File: src/rtl/slpc_pkg.sv
// ----------------------------------------------------------------------------
// slpc_pkg
// Shared types and constants of the status LED pattern controller: request
// and result payloads, operation and mode codes, register indexes.
// ----------------------------------------------------------------------------
package slpc_pkg;

    localparam int PERIOD_W       = 16;
    localparam int LEVEL_W        = 8;
    localparam int CFG_IDX_W      = 3;
    localparam int CFG_DATA_W     = 16;
    localparam int DIV_DIVIDEND_W = PERIOD_W + LEVEL_W;
    localparam int DIV_DIVISOR_W  = PERIOD_W - 1;

    typedef enum logic [2:0] {
        OP_TICK         = 3'd0,
        OP_RUN_EVENT    = 3'd1,
        OP_SUB_EVENT    = 3'd2,
        OP_POWER_OFF    = 3'd3,
        OP_APPLY_CONFIG = 3'd4
    } op_t;

    typedef enum logic [1:0] {
        MODE_OFF     = 2'd0,
        MODE_ON      = 2'd1,
        MODE_BLINK   = 2'd2,
        MODE_BREATHE = 2'd3
    } mode_t;

    typedef enum logic [CFG_IDX_W-1:0] {
        CFG_POLICY_MANUAL  = 3'd0,
        CFG_MANUAL_MODE    = 3'd1,
        CFG_MANUAL_HALF    = 3'd2,
        CFG_MANUAL_PERIOD  = 3'd3,
        CFG_CHARGE_PERIOD  = 3'd4,
        CFG_ACTIVE_HIGH    = 3'd5
    } cfg_idx_t;

    // run states
    localparam logic [2:0] RUN_OFF      = 3'd0;
    localparam logic [2:0] RUN_SHUTDOWN = 3'd1;
    localparam logic [2:0] RUN_BOOT     = 3'd2;
    localparam logic [2:0] RUN_IDLE     = 3'd3;

    // sub flag bit positions
    localparam int SUB_USB      = 0;
    localparam int SUB_CHARGING = 1;
    localparam int SUB_BATT_LOW = 2;
    localparam int SUB_TRANSFER = 3;

    localparam logic [PERIOD_W-1:0] BOOT_BLINK_HALF     = 16'd150;
    localparam logic [PERIOD_W-1:0] TRANSFER_BLINK_HALF = 16'd120;
    localparam logic [PERIOD_W-1:0] BATTERY_BLINK_HALF  = 16'd200;
    localparam logic [PERIOD_W-1:0] IDLE_BREATHE_PERIOD = 16'd3000;
    localparam logic [PERIOD_W-1:0] RST_BLINK_HALF      = 16'd250;
    localparam logic [PERIOD_W-1:0] RST_BREATHE_PERIOD  = 16'd2000;
    localparam logic [LEVEL_W-1:0]  LEVEL_MAX           = 8'd255;

    typedef struct packed {
        logic [2:0] operation;
        logic [2:0] sys_state;
        logic [5:0] sub_flags;
        logic [5:0] changed_flags;
    } in_item_t;

    typedef struct packed {
        logic               pin_level;
        logic [1:0]         current_mode;
        logic [LEVEL_W-1:0] brightness;
    } out_item_t;

    typedef struct packed {
        mode_t               mode;
        logic                set_blink_half;
        logic [PERIOD_W-1:0] blink_half;
        logic                set_breathe_period;
        logic [PERIOD_W-1:0] breathe_period;
    } policy_t;

    function automatic logic [PERIOD_W-1:0] at_least_one(input logic [PERIOD_W-1:0] v);
        return (v == '0) ? PERIOD_W'(1) : v;
    endfunction

endpackage

File: src/rtl/slpc_policy.sv
// ----------------------------------------------------------------------------
// slpc_policy
// System policy decode: maps run state and sub-state flags to a mode and,
// where the mode needs one, a blink half period or breathe period.
// ----------------------------------------------------------------------------
module slpc_policy (
    input  logic [2:0]                    sys_state,
    input  logic [5:0]                    sub_flags,
    input  logic [slpc_pkg::PERIOD_W-1:0] charge_period,
    output slpc_pkg::policy_t             policy
);
    import slpc_pkg::*;

    always_comb begin
        policy = '{mode: MODE_ON, set_blink_half: 1'b0, blink_half: BOOT_BLINK_HALF,
                   set_breathe_period: 1'b0, breathe_period: IDLE_BREATHE_PERIOD};
        priority if (sys_state == RUN_OFF || sys_state == RUN_SHUTDOWN) begin
            policy.mode = MODE_OFF;
        end else if (sys_state == RUN_BOOT) begin
            policy.mode           = MODE_BLINK;
            policy.set_blink_half = 1'b1;
            policy.blink_half     = BOOT_BLINK_HALF;
        end else if (sub_flags[SUB_TRANSFER]) begin
            policy.mode           = MODE_BLINK;
            policy.set_blink_half = 1'b1;
            policy.blink_half     = TRANSFER_BLINK_HALF;
        end else if (sub_flags[SUB_BATT_LOW]) begin
            policy.mode           = MODE_BLINK;
            policy.set_blink_half = 1'b1;
            policy.blink_half     = BATTERY_BLINK_HALF;
        end else if (sub_flags[SUB_USB] && !sub_flags[SUB_CHARGING]) begin
            policy.mode = MODE_OFF;
        end else if (sub_flags[SUB_CHARGING]) begin
            policy.mode               = MODE_BREATHE;
            policy.set_breathe_period = 1'b1;
            policy.breathe_period     = at_least_one(charge_period);
        end else if (sys_state == RUN_IDLE) begin
            policy.mode               = MODE_BREATHE;
            policy.set_breathe_period = 1'b1;
            policy.breathe_period     = IDLE_BREATHE_PERIOD;
        end else begin
            policy.mode = MODE_ON;
        end
    end

endmodule

File: src/rtl/slpc_div.sv
// ----------------------------------------------------------------------------
// slpc_div
// Restoring divider, one quotient bit per cycle, for the breathe
// triangle brightness.
// ----------------------------------------------------------------------------
module slpc_div (
    input  logic                                aclk,
    input  logic                                aresetn,
    input  logic                                start,
    input  logic [slpc_pkg::DIV_DIVIDEND_W-1:0] dividend,
    input  logic [slpc_pkg::DIV_DIVISOR_W-1:0]  divisor,
    output logic                                done,
    output logic [slpc_pkg::DIV_DIVIDEND_W-1:0] quotient
);
    import slpc_pkg::*;

    localparam int CNT_W = $clog2(DIV_DIVIDEND_W);

    logic [DIV_DIVIDEND_W-1:0] quo_reg, quo_next;
    logic [DIV_DIVISOR_W-1:0]  rem_reg, rem_next;
    logic [DIV_DIVISOR_W-1:0]  dvs_reg, dvs_next;
    logic [CNT_W-1:0]          cnt_reg, cnt_next;
    logic                      active_reg, active_next;
    logic                      done_reg, done_next;

    logic [DIV_DIVISOR_W:0]    rem_shift;
    logic [DIV_DIVISOR_W+1:0]  diff;
    logic                      fits;

    assign rem_shift = {rem_reg, quo_reg[DIV_DIVIDEND_W-1]};
    assign diff      = {1'b0, rem_shift} - {2'b00, dvs_reg};
    assign fits      = !diff[DIV_DIVISOR_W+1];

    always_comb begin
        quo_next    = quo_reg;
        rem_next    = rem_reg;
        dvs_next    = dvs_reg;
        cnt_next    = cnt_reg;
        active_next = active_reg;
        done_next   = 1'b0;
        if (start) begin
            quo_next    = dividend;
            rem_next    = '0;
            dvs_next    = divisor;
            cnt_next    = CNT_W'(DIV_DIVIDEND_W - 1);
            active_next = 1'b1;
        end else if (active_reg) begin
            quo_next = {quo_reg[DIV_DIVIDEND_W-2:0], fits};
            rem_next = fits ? diff[DIV_DIVISOR_W-1:0] : rem_shift[DIV_DIVISOR_W-1:0];
            cnt_next = cnt_reg - 1'b1;
            if (cnt_reg == '0) begin
                active_next = 1'b0;
                done_next   = 1'b1;
            end
        end
    end

    always_ff @(posedge aclk) begin
        if (!aresetn) begin
            active_reg <= 1'b0;
            done_reg   <= 1'b0;
            cnt_reg    <= '0;
        end else begin
            active_reg <= active_next;
            done_reg   <= done_next;
            cnt_reg    <= cnt_next;
        end
        quo_reg <= quo_next;
        rem_reg <= rem_next;
        dvs_reg <= dvs_next;
    end

    assign done     = done_reg;
    assign quotient = quo_reg;

endmodule

File: src/rtl/status_led_pattern_controller.sv
// ----------------------------------------------------------------------------
// status_led_pattern_controller
// Status LED driver with off, on, blink and breathe modes, software PWM and
// a system state policy.
// ----------------------------------------------------------------------------
// an accepted request passes S_DONE before its result is registered; a breathe
//   tick first passes S_PREP and the 24-step serial divider forming the triangle brightness
// a new request is taken only in S_IDLE, after the last result has been registered;
//   a result waiting on m_ready stalls input only once the next one is done
// reset: synchronous active-low aresetn, registers back to their reset values
module status_led_pattern_controller #(
    parameter int COUNT_WIDTH = 16
) (
    input  logic                          aclk,
    input  logic                          aresetn,
    input  logic                          s_valid,
    output logic                          s_ready,
    input  slpc_pkg::in_item_t            s_data,
    output logic                          m_valid,
    input  logic                          m_ready,
    output slpc_pkg::out_item_t           m_data,
    input  logic                          cfg_valid,
    output logic                          cfg_ready,
    input  logic [slpc_pkg::CFG_IDX_W-1:0]  cfg_index,
    input  logic [slpc_pkg::CFG_DATA_W-1:0] cfg_data
);
    import slpc_pkg::*;

    localparam int CMP_W = (COUNT_WIDTH > PERIOD_W) ? COUNT_WIDTH : PERIOD_W;

    typedef enum logic [3:0] {
        S_IDLE = 4'b0001,
        S_PREP = 4'b0010,
        S_DIV  = 4'b0100,
        S_DONE = 4'b1000
    } state_t;

    state_t                  state_reg, state_next;
    mode_t                   mode_reg, mode_next;
    logic [COUNT_WIDTH-1:0]  blink_count_reg, blink_count_next;
    logic [COUNT_WIDTH-1:0]  breathe_count_reg, breathe_count_next;
    logic                    blink_level_reg, blink_level_next;
    logic [LEVEL_W-1:0]      breathe_level_reg, breathe_level_next;
    logic [LEVEL_W-1:0]      pwm_phase_reg, pwm_phase_next;
    logic [PERIOD_W-1:0]     blink_half_reg, blink_half_next;
    logic [PERIOD_W-1:0]     breathe_period_reg, breathe_period_next;
    logic                    lit_reg, lit_next;
    logic                    m_valid_reg, m_valid_next;
    out_item_t               m_data_reg, m_data_next;

    logic                    policy_manual_reg;
    mode_t                   manual_mode_reg;
    logic [PERIOD_W-1:0]     manual_half_reg;
    logic [PERIOD_W-1:0]     manual_period_reg;
    logic [PERIOD_W-1:0]     charge_period_reg;
    logic                    active_high_reg;

    policy_t                 policy;
    op_t                     op;
    logic                    set_req;
    mode_t                   set_mode;
    logic                    use_policy;

    logic [COUNT_WIDTH-1:0]  blink_inc, breathe_inc;
    logic [CMP_W-1:0]        pos_ext;
    logic [PERIOD_W-1:0]     pos, pos_fold;
    logic [DIV_DIVISOR_W-1:0] half;

    logic                    div_start, div_done;
    logic [DIV_DIVIDEND_W-1:0] dividend, quotient;
    logic [LEVEL_W-1:0]      level_sat;

    slpc_policy u_policy (
        .sys_state     (s_data.sys_state),
        .sub_flags     (s_data.sub_flags),
        .charge_period (charge_period_reg),
        .policy        (policy)
    );

    slpc_div u_div (
        .aclk     (aclk),
        .aresetn  (aresetn),
        .start    (div_start),
        .dividend (dividend),
        .divisor  (half),
        .done     (div_done),
        .quotient (quotient)
    );

    assign op          = op_t'(s_data.operation);
    assign blink_inc   = blink_count_reg + 1'b1;
    assign breathe_inc = breathe_count_reg + 1'b1;

    // triangle operands from the stored phase count, which stays below the period
    assign pos_ext  = CMP_W'(breathe_count_reg);
    assign pos      = pos_ext[PERIOD_W-1:0];
    assign half     = breathe_period_reg[PERIOD_W-1:1];
    assign pos_fold = (pos >= {1'b0, half}) ? (breathe_period_reg - pos) : pos;
    assign dividend = DIV_DIVIDEND_W'(pos_fold) * DIV_DIVIDEND_W'(LEVEL_MAX);
    assign level_sat = (quotient > DIV_DIVIDEND_W'(LEVEL_MAX)) ? LEVEL_MAX
                                                               : quotient[LEVEL_W-1:0];

    always_comb begin
        state_next          = state_reg;
        mode_next           = mode_reg;
        blink_count_next    = blink_count_reg;
        breathe_count_next  = breathe_count_reg;
        blink_level_next    = blink_level_reg;
        breathe_level_next  = breathe_level_reg;
        pwm_phase_next      = pwm_phase_reg;
        blink_half_next     = blink_half_reg;
        breathe_period_next = breathe_period_reg;
        lit_next            = lit_reg;
        m_valid_next        = m_valid_reg && !m_ready;
        m_data_next         = m_data_reg;
        div_start           = 1'b0;
        set_req             = 1'b0;
        set_mode            = MODE_OFF;
        use_policy          = 1'b0;

        unique case (state_reg)
            S_IDLE: begin
                if (s_valid) begin
                    state_next = S_DONE;
                    unique case (op)
                        OP_TICK: begin
                            unique case (mode_reg)
                                MODE_BLINK: begin
                                    if (CMP_W'(blink_inc) >= CMP_W'(blink_half_reg)) begin
                                        blink_count_next = '0;
                                        blink_level_next = !blink_level_reg;
                                        lit_next         = !blink_level_reg;
                                    end else begin
                                        blink_count_next = blink_inc;
                                        lit_next         = blink_level_reg;
                                    end
                                end
                                MODE_BREATHE: begin
                                    if (CMP_W'(breathe_inc) >= CMP_W'(breathe_period_reg)) begin
                                        breathe_count_next = '0;
                                    end else begin
                                        breathe_count_next = breathe_inc;
                                    end
                                    pwm_phase_next = pwm_phase_reg + 1'b1;
                                    state_next     = S_PREP;
                                end
                                MODE_ON:  lit_next = 1'b1;
                                MODE_OFF: lit_next = 1'b0;
                                default:  lit_next = 1'b0;
                            endcase
                        end
                        OP_RUN_EVENT: begin
                            use_policy = !policy_manual_reg;
                        end
                        OP_SUB_EVENT: begin
                            use_policy = !policy_manual_reg && (s_data.changed_flags != '0);
                        end
                        OP_POWER_OFF: begin
                            set_req  = 1'b1;
                            set_mode = MODE_OFF;
                        end
                        OP_APPLY_CONFIG: begin
                            if (policy_manual_reg) begin
                                set_req             = 1'b1;
                                set_mode            = manual_mode_reg;
                                blink_half_next     = at_least_one(manual_half_reg);
                                breathe_period_next = at_least_one(manual_period_reg);
                            end else begin
                                use_policy = 1'b1;
                            end
                        end
                        default: begin
                        end
                    endcase
                end
            end
            S_PREP: begin
                if (half == '0) begin
                    breathe_level_next = LEVEL_MAX;
                    lit_next           = pwm_phase_reg < LEVEL_MAX;
                    state_next         = S_DONE;
                end else begin
                    div_start  = 1'b1;
                    state_next = S_DIV;
                end
            end
            S_DIV: begin
                if (div_done) begin
                    breathe_level_next = level_sat;
                    lit_next           = pwm_phase_reg < level_sat;
                    state_next         = S_DONE;
                end
            end
            S_DONE: begin
                if (!m_valid_reg || m_ready) begin
                    m_valid_next             = 1'b1;
                    m_data_next.pin_level    = lit_reg ^ !active_high_reg;
                    m_data_next.current_mode = mode_reg;
                    m_data_next.brightness   = breathe_level_reg;
                    state_next               = S_IDLE;
                end
            end
            default: state_next = S_IDLE;
        endcase

        if (use_policy) begin
            set_req  = 1'b1;
            set_mode = policy.mode;
            if (policy.set_blink_half) begin
                blink_half_next = policy.blink_half;
            end
            if (policy.set_breathe_period) begin
                breathe_period_next = policy.breathe_period;
            end
        end

        // mode set clears counters and renders at once
        if (set_req) begin
            mode_next          = set_mode;
            blink_count_next   = '0;
            breathe_count_next = '0;
            blink_level_next   = 1'b0;
            pwm_phase_next     = '0;
            unique case (set_mode)
                MODE_ON: begin
                    breathe_level_next = LEVEL_MAX;
                    lit_next           = 1'b1;
                end
                MODE_OFF: begin
                    breathe_level_next = '0;
                    lit_next           = 1'b0;
                end
                MODE_BLINK: begin
                    lit_next = 1'b0;
                end
                MODE_BREATHE: begin
                    pwm_phase_next = LEVEL_W'(1);
                    lit_next       = LEVEL_W'(1) < breathe_level_reg;
                end
                default: lit_next = 1'b0;
            endcase
        end
    end

    always_ff @(posedge aclk) begin
        if (!aresetn) begin
            state_reg          <= S_IDLE;
            mode_reg           <= MODE_OFF;
            blink_count_reg    <= '0;
            breathe_count_reg  <= '0;
            blink_level_reg    <= 1'b0;
            breathe_level_reg  <= '0;
            pwm_phase_reg      <= '0;
            blink_half_reg     <= RST_BLINK_HALF;
            breathe_period_reg <= RST_BREATHE_PERIOD;
            lit_reg            <= 1'b0;
            m_valid_reg        <= 1'b0;
        end else begin
            state_reg          <= state_next;
            mode_reg           <= mode_next;
            blink_count_reg    <= blink_count_next;
            breathe_count_reg  <= breathe_count_next;
            blink_level_reg    <= blink_level_next;
            breathe_level_reg  <= breathe_level_next;
            pwm_phase_reg      <= pwm_phase_next;
            blink_half_reg     <= blink_half_next;
            breathe_period_reg <= breathe_period_next;
            lit_reg            <= lit_next;
            m_valid_reg        <= m_valid_next;
        end
        m_data_reg <= m_data_next;
    end

    // configuration registers
    always_ff @(posedge aclk) begin
        if (!aresetn) begin
            policy_manual_reg <= 1'b0;
            manual_mode_reg   <= MODE_ON;
            manual_half_reg   <= RST_BLINK_HALF;
            manual_period_reg <= RST_BREATHE_PERIOD;
            charge_period_reg <= RST_BREATHE_PERIOD;
            active_high_reg   <= 1'b1;
        end else if (cfg_valid) begin
            unique case (cfg_idx_t'(cfg_index))
                CFG_POLICY_MANUAL: policy_manual_reg <= cfg_data[0];
                CFG_MANUAL_MODE:   manual_mode_reg   <= mode_t'(cfg_data[1:0]);
                CFG_MANUAL_HALF:   manual_half_reg   <= cfg_data[PERIOD_W-1:0];
                CFG_MANUAL_PERIOD: manual_period_reg <= cfg_data[PERIOD_W-1:0];
                CFG_CHARGE_PERIOD: charge_period_reg <= cfg_data[PERIOD_W-1:0];
                CFG_ACTIVE_HIGH:   active_high_reg   <= cfg_data[0];
                default: begin
                end
            endcase
        end
    end

    assign s_ready   = (state_reg == S_IDLE);
    assign m_valid   = m_valid_reg;
    assign m_data    = m_data_reg;
    assign cfg_ready = 1'b1;

endmodule

File: config.mk
export PLATFORM = sky130hd
export DESIGN_NAME = status_led_pattern_controller
export DESIGN_NICKNAME = d
export VERILOG_FILES = /design/src/rtl/slpc_pkg.sv /design/src/rtl/slpc_policy.sv /design/src/rtl/slpc_div.sv /design/src/rtl/status_led_pattern_controller.sv
export SDC_FILE = /design/constraint.sdc
export NUM_CORES = 1
export LEC_CHECK = 0
export BUFFER_PORTS_ARGS = -buffer_cell sky130_fd_sc_hd__buf_2
export CORE_AREA = 2 2 171 173
export CTS_CLUSTER_DIAMETER = 50
export CTS_CLUSTER_SIZE = 20
export DETAILED_ROUTE_END_ITERATION = 7
export DIE_AREA = 0 0 173 175
export PLACE_DENSITY = 0.74
export SLEW_MARGIN = 20
export SYNTH_ARGS = -nofsm -noshare
export SYNTH_HDL_FRONTEND = slang
export SYNTH_SLANG_ARGS = --single-unit
File: constraint.sdc
create_clock -name aclk -period 8.3 [get_ports aclk]
set_input_delay 1.66 -clock aclk [delete_from_list [all_inputs] [get_ports aclk]]
set_output_delay 1.66 -clock aclk [all_outputs]
set_load 0.01 [all_outputs]
==> impl_metrics.json, run 1 <==
{
  "crit_family": "adder cells",
  "cts.clk_slew.worst_paths_ns": 0.07,
  "synth-seq-area-share_pct": 30.8,
  "fillers": 2489,
  "post-cts-setup-buffers": 0,
  "avgSynthCellArea_sq_um": 8.50,
  "vias": 12800,
  "yosysTopAreaCell": "dfxtp_1",
  "cp_slowest_cell": "o31ai_1",
  "layout_setup_ws_ns": 0.733,
  "die_y_microns": 175,
  "ir_drop_mv": 0.179,
  "utilization_pct": 59.9,
  "crit_path_start_kind": "flip-flop",
  "core_sq_mm": 0.0284,
  "clockBufferDepth": 3,
  "nNetsFinal": 2083,
  "synth.distinct_cells": 78,
  "pwr_density_cell_mw_per_mm2": 146,
  "via_per_inst": 5.69,
  "cp.arrival_ns": 7.83,
  "finalCritPeriodShare_pct": 91.2,
  "r2r.worst_path.cells": 26,
  "cpPeakStageDelay_ns": 0.57,
  "ys.warnings.count": 0,
  "fin_cells": 2247,
  "cts_repair_resize_count": 0,
  "synthFlopType": "dfxtp_1",
  "r2r_end": "u_div.quotient[21]$_DFFE_PP_",
  "period_needed_ns": 7.57,
  "syn-cell-area_sq_mm": 0.0155,
  "rsz0062_at_grt": "no",
  "ctsHoldBuffers": 0,
  "crit_start": "breathe_count_reg[0]$_SDFFE_PP0P_",
  "worstSetupPathType": "reg -> reg",
  "worstMarginPinSlew_ns": 1.10,
  "start_util_pct": 54.5,
  "rr_startpoint": "breathe_count_reg[0]$_SDFFE_PP0P_",
  "ios": 56,
  "grt_max_degree": 81,
  "pre_cts_slack_ns": 0.773,
  "cts_max_level": 1,
  "grt_pass1_wl_mm": 59.4,
  "ys_ff_latch": 213,
  "grt_overflow_total": 0,
  "largest_reg_flops": 24,
  "final_cell_mix": "nand2_1 (255), inv_1 (179), dfxtp_1 (163), ha_1 (139), a21oi_1 (121)",
  "critical_path.endpoint_type": "flip-flop",
  "synthesis.nets": 2062,
  "setup_violations": 0,
  "antennaDiodeCount": 0,
  "cp.depth": 26,
  "area_delta_synth_final_pct": 9.89,
  "synth_top_area_share_pct": 21.1,
  "maxSlewViolCount": 0,
  "drive_gt1_share_pct": 8.32,
  "critPathMaxFanout": 8,
  "grt_pass1_vias": 12200,
  "root_buffer": "clkbuf_16",
  "port_buffers": 52,
  "status": "finished, final reports clean",
  "ant_nets": 0,
  "cap_viol_max_count": 0,
  "drc_errors": 0,
  "die_area_sq_mm": 0.0303,
  "finClkSkew_ns": 0.0323,
  "cp.required_ns": 8.56,
  "clk_latency_ns": 0.57,
  "wire_per_inst_microns": 16.1,
  "cts_tree": "done",
  "antenna_found_initial": 0,
  "hold_viol": 0,
  "cts_sinks": 213,
  "synth_compound_area_share_pct": 16.1,
  "track_usage_pct": 23.5,
  "synth_top_family_by_area": "adder cells",
  "endpoint": "u_div.quotient[21]$_DFFE_PP_",
  "drtIter0Drc": 888,
  "dpl.hpwl_mm": 27.1,
  "layout_commonest_cell": "nand2_1",
  "synth_edf_count": 50,
  "gp_congestion": 0.890,
  "synthSimpleGateAreaFrac_pct": 18.6,
  "synth-adder-area-share_pct": 19.4,
  "synth_cells": 1820,
  "clock.fmax_mhz": 132,
  "numCtsBuffers": 28,
  "holdWs_ns": 0.457,
  "dp.cells": 2195,
  "synthArstFlopShare_pct": 0,
  "synth_xor_area_share_pct": 5.66,
  "setup_tns_ns": 0,
  "slew_headroom_pct": 26.2,
  "die_x_microns": 173,
  "rrSetupSlack_ns": 0.73,
  "path_buf_inv": 5,
  "p_leak_uw": 0.00750,
  "synth.area.mux_share_pct": 2.94,
  "num_rows": 62,
  "synth_area_leaders": "dfxtp_1 (21%), ha_1 (11%), edfxtp_1 (9.7%)",
  "detail_route.wirelength_mm": 36.2,
  "drt_pass1_iterations": 5,
  "hold_path_class": "reg -> reg"
}
metal layers:
| metal | global-route usage, % | vias to the layer above | part of all wire, % | routed length, microns |
|---|---|---|---|---|
| met3 | 3.09 | 74 | 5.4 | 1950 |
| met4 | 6.99 | 0 | 2.6 | 951 |
| met5 | 0 | - | 0 | 0 |
| li1 | - | 6348 | - | - |
| met1 | 30.7 | 6009 | 44 | 16000 |
| met2 | 40.6 | 356 | 48 | 17200 |
cell families (layout without fill, tap and decap cells):
family                     Yosys count  in the layout
and+or+nand+nor                    613            613
AOI/OAI and AO/OA                  393            393
buffers and inverters              252            295
DFF                                213            213
adders and majority gates          204            204
xor gates and xnor gates           100            100
muxes                               44             44
other                                1              1
layout make-up:
cell class	count	area, sq um	area share (%)
clock buffer	28	701	4.12
clock inverter	24	325	1.91
sequential	213	4760	28.0
multi-input combinational	1355	9710	57.1
inverter	182	688	4.05
tap	384	480	2.83
timing repair buffer	61	328	1.93
Yosys cell counts (all sizes together) (16+ instances only):
| cell type | n |
|---|---|
| ha | 139 |
| nand3 | 66 |
| nand2 | 258 |
| xor2 | 32 |
| fa | 61 |
| dfxtp | 163 |
| xnor2 | 68 |
| o21ai | 88 |
| nand2b | 16 |
| edfxtp | 50 |
| nor4 | 31 |
| clkbuf | 45 |
| inv | 181 |
| buf | 25 |
| nor3 | 35 |
| mux2i | 33 |
| nor2 | 114 |
| a21o | 27 |
| a31oi | 18 |
| a21oi | 124 |
| a21boi | 32 |
how the worst min path moves through the flow:
stage                                    start  slack, ns                       endpoint  cells after the start
2_1_floorplan  breathe_level_reg[0]$_SDFF_PN0_       0.41            m_data[0]$_DFFE_PP_                      0
3_3_place_gp   breathe_level_reg[0]$_SDFF_PN0_       0.44            m_data[0]$_DFFE_PP_                      0
3_5_place_dp   breathe_level_reg[0]$_SDFF_PN0_       0.45            m_data[0]$_DFFE_PP_                      0
4_1_cts          blink_half_reg[11]$_SDFF_PN0_       0.46  blink_half_reg[11]$_SDFF_PN0_                      2
5_1_grt        breathe_level_reg[0]$_SDFF_PN0_       0.47            m_data[0]$_DFFE_PP_                      0
6_report          blink_half_reg[9]$_SDFF_PN0_       0.46   blink_half_reg[9]$_SDFF_PN0_                      2
worst register-to-register path: stages, from the launching register on:
cell and delay, ns:
dfxtp_1 0.52, ha_1 0.23, inv_1 0.06, fa_1 0.40, a21o_1 0.19, a211oi_1 0.25
nor2_1 0.10, o41ai_2 0.42, o211ai_1 0.20, o31ai_1 0.57, inv_1 0.24, fa_1 0.52
fa_1 0.54, inv_1 0.05, fa_1 0.52, inv_1 0.05, fa_1 0.52, inv_1 0.04
ha_1 0.35, a21oi_1 0.16, nor2_1 0.05, nor3_1 0.16, o21ai_0 0.22, a211oi_1 0.47
a21oi_1 0.17, xnor2_1 0.15, o21ai_0 0.10
where the power goes:
| group | total, uW | internal [uW] | switching, uW | leakage (uW) |
|---|---|---|---|---|
| registers | 1080 | 1070 | 12.1 | 0.00181 |
| clock network | 1290 | 726 | 565 | 0.000494 |
| logic | 112 | 40.0 | 72.0 | 0.00520 |
| total | 2480 | 1840 | 649 | 0.00750 |
through the flow:
stage               area [sq um]  power, uW
floorplan                  15500       1170
global placement           16000       1210
detailed placement         16000       1220
CTS                        17000       2500
global route               17000       2560
finish                     17000       2480
Note: power is estimated with default switching activity, not from simulation.
==> run 2: changes to the inputs <==
ABC_AREA = 1   (was default)
PLACE_DENSITY = 0.75   (was 0.74)
==> run 2 against run 1 <==
Power down 2.7%. Hold slack got worse by 0.020 ns. First-iteration DRC count rose by 2.0%. Non-clock buffer count rose by 1. Combinational power increased by 41%.
==> impl_metrics.json, run 2 <==
{
  "status": "finished, final reports clean",
  "antenna_found_initial": 0,
  "cts_sinks": 213,
  "ys_ff_latch": 213,
  "synth.distinct_cells": 57,
  "synthArstFlopShare_pct": 0,
  "rr_startpoint": "breathe_count_reg[0]$_SDFFE_PP0P_",
  "clock.fmax_mhz": 139,
  "vias": 13600,
  "drive_gt1_share_pct": 6.95,
  "die_area_sq_mm": 0.0303,
  "cts.clk_slew.worst_paths_ns": 0.06,
  "synth_top_area_share_pct": 21.1,
  "pwr_density_cell_mw_per_mm2": 142,
  "clk_latency_ns": 0.55,
  "min_to": "m_data[0]$_DFFE_PP_",
  "yosysTopAreaCell": "dfxtp_1",
  "avgSynthCellArea_sq_um": 7.44,
  "port_buffers": 52,
  "worstSetupPathType": "reg -> reg",
  "drc_errors": 0,
  "track_usage_pct": 25.0,
  "total_power_uw": 2420,
  "setup_tns_ns": 0,
  "drt_pass1_iterations": 5,
  "gp_congestion": 0.901,
  "ys.warnings.count": 0,
  "period_needed_ns": 7.19,
  "ctsHoldBuffers": 0,
  "grt_pass1_wl_mm": 63.1,
  "die_x_microns": 173,
  "cts_repair_resize_count": 0,
  "finalCritPeriodShare_pct": 86.6,
  "wire_per_inst_microns": 14.9,
  "synth_area_leaders": "dfxtp_1 (21%), ha_1 (11%), nand2_1 (11%)",
  "r2r.worst_path.cells": 27,
  "ant_nets": 0,
  "cp_slowest_cell": "fa_1",
  "area_delta_synth_final_pct": 9.80,
  "rrSetupSlack_ns": 1.11,
  "cp.arrival_ns": 7.48,
  "largest_reg_flops": 24,
  "syn-cell-area_sq_mm": 0.0155,
  "clockBufferDepth": 3,
  "detail_route.wirelength_mm": 37.6,
  "cts_max_level": 1,
  "hold_viol": 0,
  "cp.required_ns": 8.59,
  "core_sq_mm": 0.0284,
  "nNetsFinal": 2366,
  "drtIter0Drc": 906,
  "layout_commonest_cell": "nand2_1",
  "grt_overflow_total": 0,
  "synth_common_cells": "nand2_1 (438), inv_1 (315), nor2_1 (172)",
  "antennaDiodeCount": 0,
  "num_rows": 62,
  "synth_edf_count": 50,
  "synthesis.nets": 2324,
  "finClkSkew_ns": 0.0152,
  "critical_path.endpoint_type": "flip-flop",
  "start_util_pct": 54.6,
  "slew_headroom_pct": 36.0,
  "final_cell_mix": "nand2_1 (438), inv_1 (315), nor2_1 (172), dfxtp_1 (163), a21oi_1 (157)",
  "ir_drop_mv": 0.138,
  "setup_violations": 0,
  "worstMarginPinSlew_ns": 0.953,
  "dpl.hpwl_mm": 28.9,
  "post-cts-setup-buffers": 0,
  "synth.most_common_cell": "nand2_1",
  "die_y_microns": 175,
  "rsz0062_at_grt": "no",
  "crit_path_start_kind": "flip-flop",
  "hold_path_class": "reg -> reg",
  "grt_pass1_vias": 13100,
  "worstHoldStart": "breathe_level_reg[0]$_SDFF_PN0_",
  "numCtsBuffers": 26,
  "root_buffer": "clkbuf_16",
  "maxSlewViolCount": 0,
  "cp.depth": 27,
  "critPathMaxFanout": 5,
  "grt_max_degree": 78,
  "r2r_end": "u_div.quotient[17]$_DFFE_PP_",
  "crit_family": "adder cells",
  "cap_viol_max_count": 0,
  "cts_tree": "done",
  "via_per_inst": 5.39,
  "cpPeakStageDelay_ns": 0.58,
  "synthFlopType": "dfxtp_1",
  "p_leak_uw": 0.00808,
  "ios": 56,
  "path_buf_inv": 3,
  "synth_cells": 2082,
  "min_delay_path_depth": 0,
  "synth-seq-area-share_pct": 30.8
}
## run 2: cells by family after synthesis
| family | count (synthesis) | share of synthesized area, % |
|---|---|---|
| AO/OA/AOI/OAI | 393 | 14.1 |
| XOR/XNOR | 65 | 3.68 |
| adder cells (fa/ha/maj) | 200 | 19.1 |
| buffers and inverters | 378 | 9.39 |
| flip-flops | 213 | 30.8 |
| other | 1 | 0.0242 |
| AND/OR/NAND/NOR | 832 | 22.9 |
## run 2: power by group
part | total, uW | internal [uW] | switching [uW]
Clock | 1160 | 664 | 499
Combinational | 158 | 51.5 | 107
Sequential | 1100 | 1080 | 16.2
Total | 2420 | 1800 | 621
## run 2: area by class of cell
type,instances,area (sq um)
Timing Repair Buffer,62,335
Sequential cell,213,4760
Inverter,330,1240
Fill cell,2600,11400
Tap cell,384,480
Clock inverter,15,156
Clock buffer,33,751
Multi-Input combinational cell,1491,9280
## run 2: per-stage QoR
step | setup slack (ns) | utilization (%) | hold slack [ns] | cell area, sq um | std cells
4_1_cts | 1.15 | 59.9 | 0.436 | 17000 | 2528
3_5_place_dp | 1.19 | 56.7 | 0.419 | 16100 | 2480
3_3_place_gp | 1.27 | 56.7 | 0.410 | 16100 | 2480
6_report | 1.11 | 59.9 | 0.437 | 17000 | 2528
5_1_grt | 0.639 | 59.9 | 0.441 | 17000 | 2528
2_1_floorplan | 1.91 | - | 0.403 | 15500 | 2082
## run 2: how the worst max path moves through the flow
stage / from / end / slack [ns]
5_1_grt: breathe_count_reg[2]$_SDFFE_PP0P_ / u_div.quotient[21]$_DFFE_PP_ / 0.64
2_1_floorplan: breathe_count_reg[0]$_SDFFE_PP0P_ / u_div.quotient[17]$_DFFE_PP_ / 1.91
3_5_place_dp: breathe_count_reg[0]$_SDFFE_PP0P_ / u_div.quotient[17]$_DFFE_PP_ / 1.19
6_report: breathe_count_reg[0]$_SDFFE_PP0P_ / u_div.quotient[17]$_DFFE_PP_ / 1.11
3_3_place_gp: breathe_count_reg[0]$_SDFFE_PP0P_ / u_div.quotient[17]$_DFFE_PP_ / 1.27
4_1_cts: breathe_count_reg[0]$_SDFFE_PP0P_ / u_div.quotient[17]$_DFFE_PP_ / 1.15
## run 2: per-layer routing
metal,routed length (microns),GRT usage (%)
met1,16800,33.0
met5,0,0
met4,1420,9.57
met2,17500,42.3
met3,1820,2.59
==> run 3: changes to the inputs <==
--- a/config.mk
+++ b/config.mk
@@ -8,3 +8,3 @@
 export ABC_AREA = 1
-export BUFFER_PORTS_ARGS = -buffer_cell sky130_fd_sc_hd__buf_2
+export BUFFER_PORTS_ARGS = -buffer_cell sky130_fd_sc_hd__clkbuf_2
 export CORE_AREA = 2 2 171 173
==> constraint.sdc (replaced) <==
create_clock -name aclk -period 8.3 [get_ports aclk]
set_input_delay 1.245 -clock aclk [delete_from_list [all_inputs] [get_ports aclk]]
set_output_delay 1.245 -clock aclk [all_outputs]
set_load 0.01 [all_outputs]
==> run 3 against run 2 <==
Clock skew decreased by 0.00099 ns. Global-route usage decreased by 0.055 points. Utilization about the same. Sequential power about the same. Hold slack got worse by 0.0020 ns. Clock power increased by 3%. Sequential share of layout area about the same. Final cell count about the same. Clock-buffer cell count decreased by 2.
==> impl_metrics.json, run 3 (same netlist as run 2, synthesis figures left out) <==
{
  "status": "finished, final reports clean",
  "period_needed_ns": 7.20,
  "clockBufferDepth": 3,
  "drc_errors": 0,
  "crit_path_start_kind": "flip-flop",
  "stdcell_area_sq_mm": 0.0170,
  "ctsHoldBuffers": 0,
  "cap_viol_max_count": 0,
  "critical_path.endpoint_type": "flip-flop",
  "layout_commonest_cell": "nand2_1",
  "numCtsBuffers": 27,
  "ir_drop_mv": 0.140,
  "ant_nets": 0,
  "track_usage_pct": 24.9,
  "grt_pass1_wl_mm": 63.0,
  "rsz0062_at_grt": "no",
  "rr_startpoint": "breathe_count_reg[0]$_SDFFE_PP0P_",
  "post-cts-setup-buffers": 0,
  "die_area_sq_mm": 0.0303,
  "vias": 13700,
  "core_sq_mm": 0.0284,
  "clock.fmax_mhz": 139,
  "hold_path_class": "reg -> reg",
  "drtIter0Drc": 1094,
  "ios": 56,
  "cts_repair_resize_count": 0,
  "r2r.worst_path.cells": 27,
  "critPathMaxFanout": 5,
  "cts_max_level": 1,
  "p_leak_uw": 0.00810,
  "area_delta_synth_final_pct": 9.85,
  "nNetsFinal": 2367,
  "finClkSkew_ns": 0.0142,
  "cts.clk_slew.worst_paths_ns": 0.06,
  "start_util_pct": 54.6,
  "num_rows": 62,
  "die_y_microns": 175,
  "r2r_end": "u_div.quotient[17]$_DFFE_PP_",
  "worstSetupPathType": "reg -> reg",
  "min_delay_path_depth": 0,
  "wire_per_inst_microns": 14.9,
  "maxSlewViolCount": 0,
  "cts_sinks": 213,
  "largest_reg_flops": 24,
  "clk_latency_ns": 0.57,
  "die_x_microns": 173,
  "worstMarginPinSlew_ns": 0.953,
  "grt_pass1_vias": 13400,
  "min_to": "m_data[0]$_DFFE_PP_",
  "finalCritPeriodShare_pct": 86.7,
  "drt_pass1_iterations": 6,
  "slew_headroom_pct": 36.1,
  "grt_max_degree": 78,
  "dpl.hpwl_mm": 29.0,
  "grt_overflow_total": 0,
  "cp.required_ns": 8.61,
  "drive_gt1_share_pct": 7.04,
  "cp.arrival_ns": 7.51,
  "pwr_density_cell_mw_per_mm2": 144,
  "setup_tns_ns": 0,
  "port_buffers": 52,
  "setup_violations": 0,
  "cts_tree": "done",
  "antenna_found_initial": 0,
  "hold_viol": 0,
  "placed_area_sq_mm": 0.0161,
  "worstHoldStart": "breathe_level_reg[0]$_SDFF_PN0_",
  "gp_congestion": 0.900,
  "rrSetupSlack_ns": 1.10,
  "antennaDiodeCount": 0,
  "via_per_inst": 5.42,
  "final_cell_mix": "nand2_1 (438), inv_1 (315), nor2_1 (172), dfxtp_1 (163), a21oi_1 (157)",
  "root_buffer": "clkbuf_16",
  "detail_route.wirelength_mm": 37.8
}
## run 3: final cells by class
type	count	area, sq um
Clock buffer	31	701
Multi-Input combinational cell	1491	9280
Timing Repair Buffer	62	335
Sequential cell	213	4760
Clock inverter	19	215
Tap cell	384	480
Inverter	330	1240
Fill cell	2622	11400
## run 3: worst max path at each step
stage	cells past startpoint	start	to	slack, ns
after CTS	27	breathe_count_reg[0]$_SDFFE_PP0P_	u_div.quotient[17]$_DFFE_PP_	1.14
after floorplan	27	breathe_count_reg[0]$_SDFFE_PP0P_	u_div.quotient[17]$_DFFE_PP_	1.91
after global placement	27	breathe_count_reg[0]$_SDFFE_PP0P_	u_div.quotient[17]$_DFFE_PP_	1.28
after detailed placement	27	breathe_count_reg[0]$_SDFFE_PP0P_	u_div.quotient[17]$_DFFE_PP_	1.16
final	27	breathe_count_reg[0]$_SDFFE_PP0P_	u_div.quotient[17]$_DFFE_PP_	1.10
after global routing	27	breathe_count_reg[0]$_SDFFE_PP0P_	u_div.quotient[17]$_DFFE_PP_	0.62
## run 3: critical path: stages (launching register included)
cell and delay, ns:
dfxtp_1 0.41, ha_1 0.17, inv_1 0.06, fa_1 0.39, nand3_1 0.08, nand3_1 0.13
a21oi_1 0.31, o21ai_0 0.18, a21boi_0 0.42, o21ai_0 0.14, nand2_1 0.08, nand2_1 0.06
o21ai_0 0.56, fa_1 0.58, fa_1 0.54, fa_1 0.54, inv_1 0.05, fa_1 0.52
inv_1 0.04, ha_1 0.35, a21oi_1 0.22, o21ai_0 0.11, a21o_1 0.17, a21oi_1 0.24
o21ai_0 0.15, or2_2 0.29, nand3_1 0.07, nand2_1 0.06
## run 3: power breakdown
part | internal, uW | switching [uW] | total (uW)
Combinational | 51.4 | 107 | 158
Clock | 668 | 530 | 1200
Sequential | 1080 | 16.5 | 1100
## run 3: through the flow
stage | power [uW] | instances | utilization [%] | hold WS, ns | setup WS, ns
global placement | 1270 | 2480 | 56.7 | 0.411 | 1.28
finish | 2450 | 2530 | 59.9 | 0.435 | 1.10
global route | 2530 | 2530 | 59.9 | 0.455 | 0.622
floorplan | 1220 | 2082 | - | 0.403 | 1.91
detailed placement | 1270 | 2480 | 56.7 | 0.420 | 1.16
CTS | 2460 | 2530 | 59.9 | 0.437 | 1.14
## run 3: per-layer routing
| layer | GRT usage, % | share of wire (%) |
|---|---|---|
| met1 | 31.7 | 44 |
| met2 | 43.8 | 47 |
| met3 | 2.44 | 4.3 |
| met4 | 9.71 | 4.0 |
| met5 | 0 | 0 |
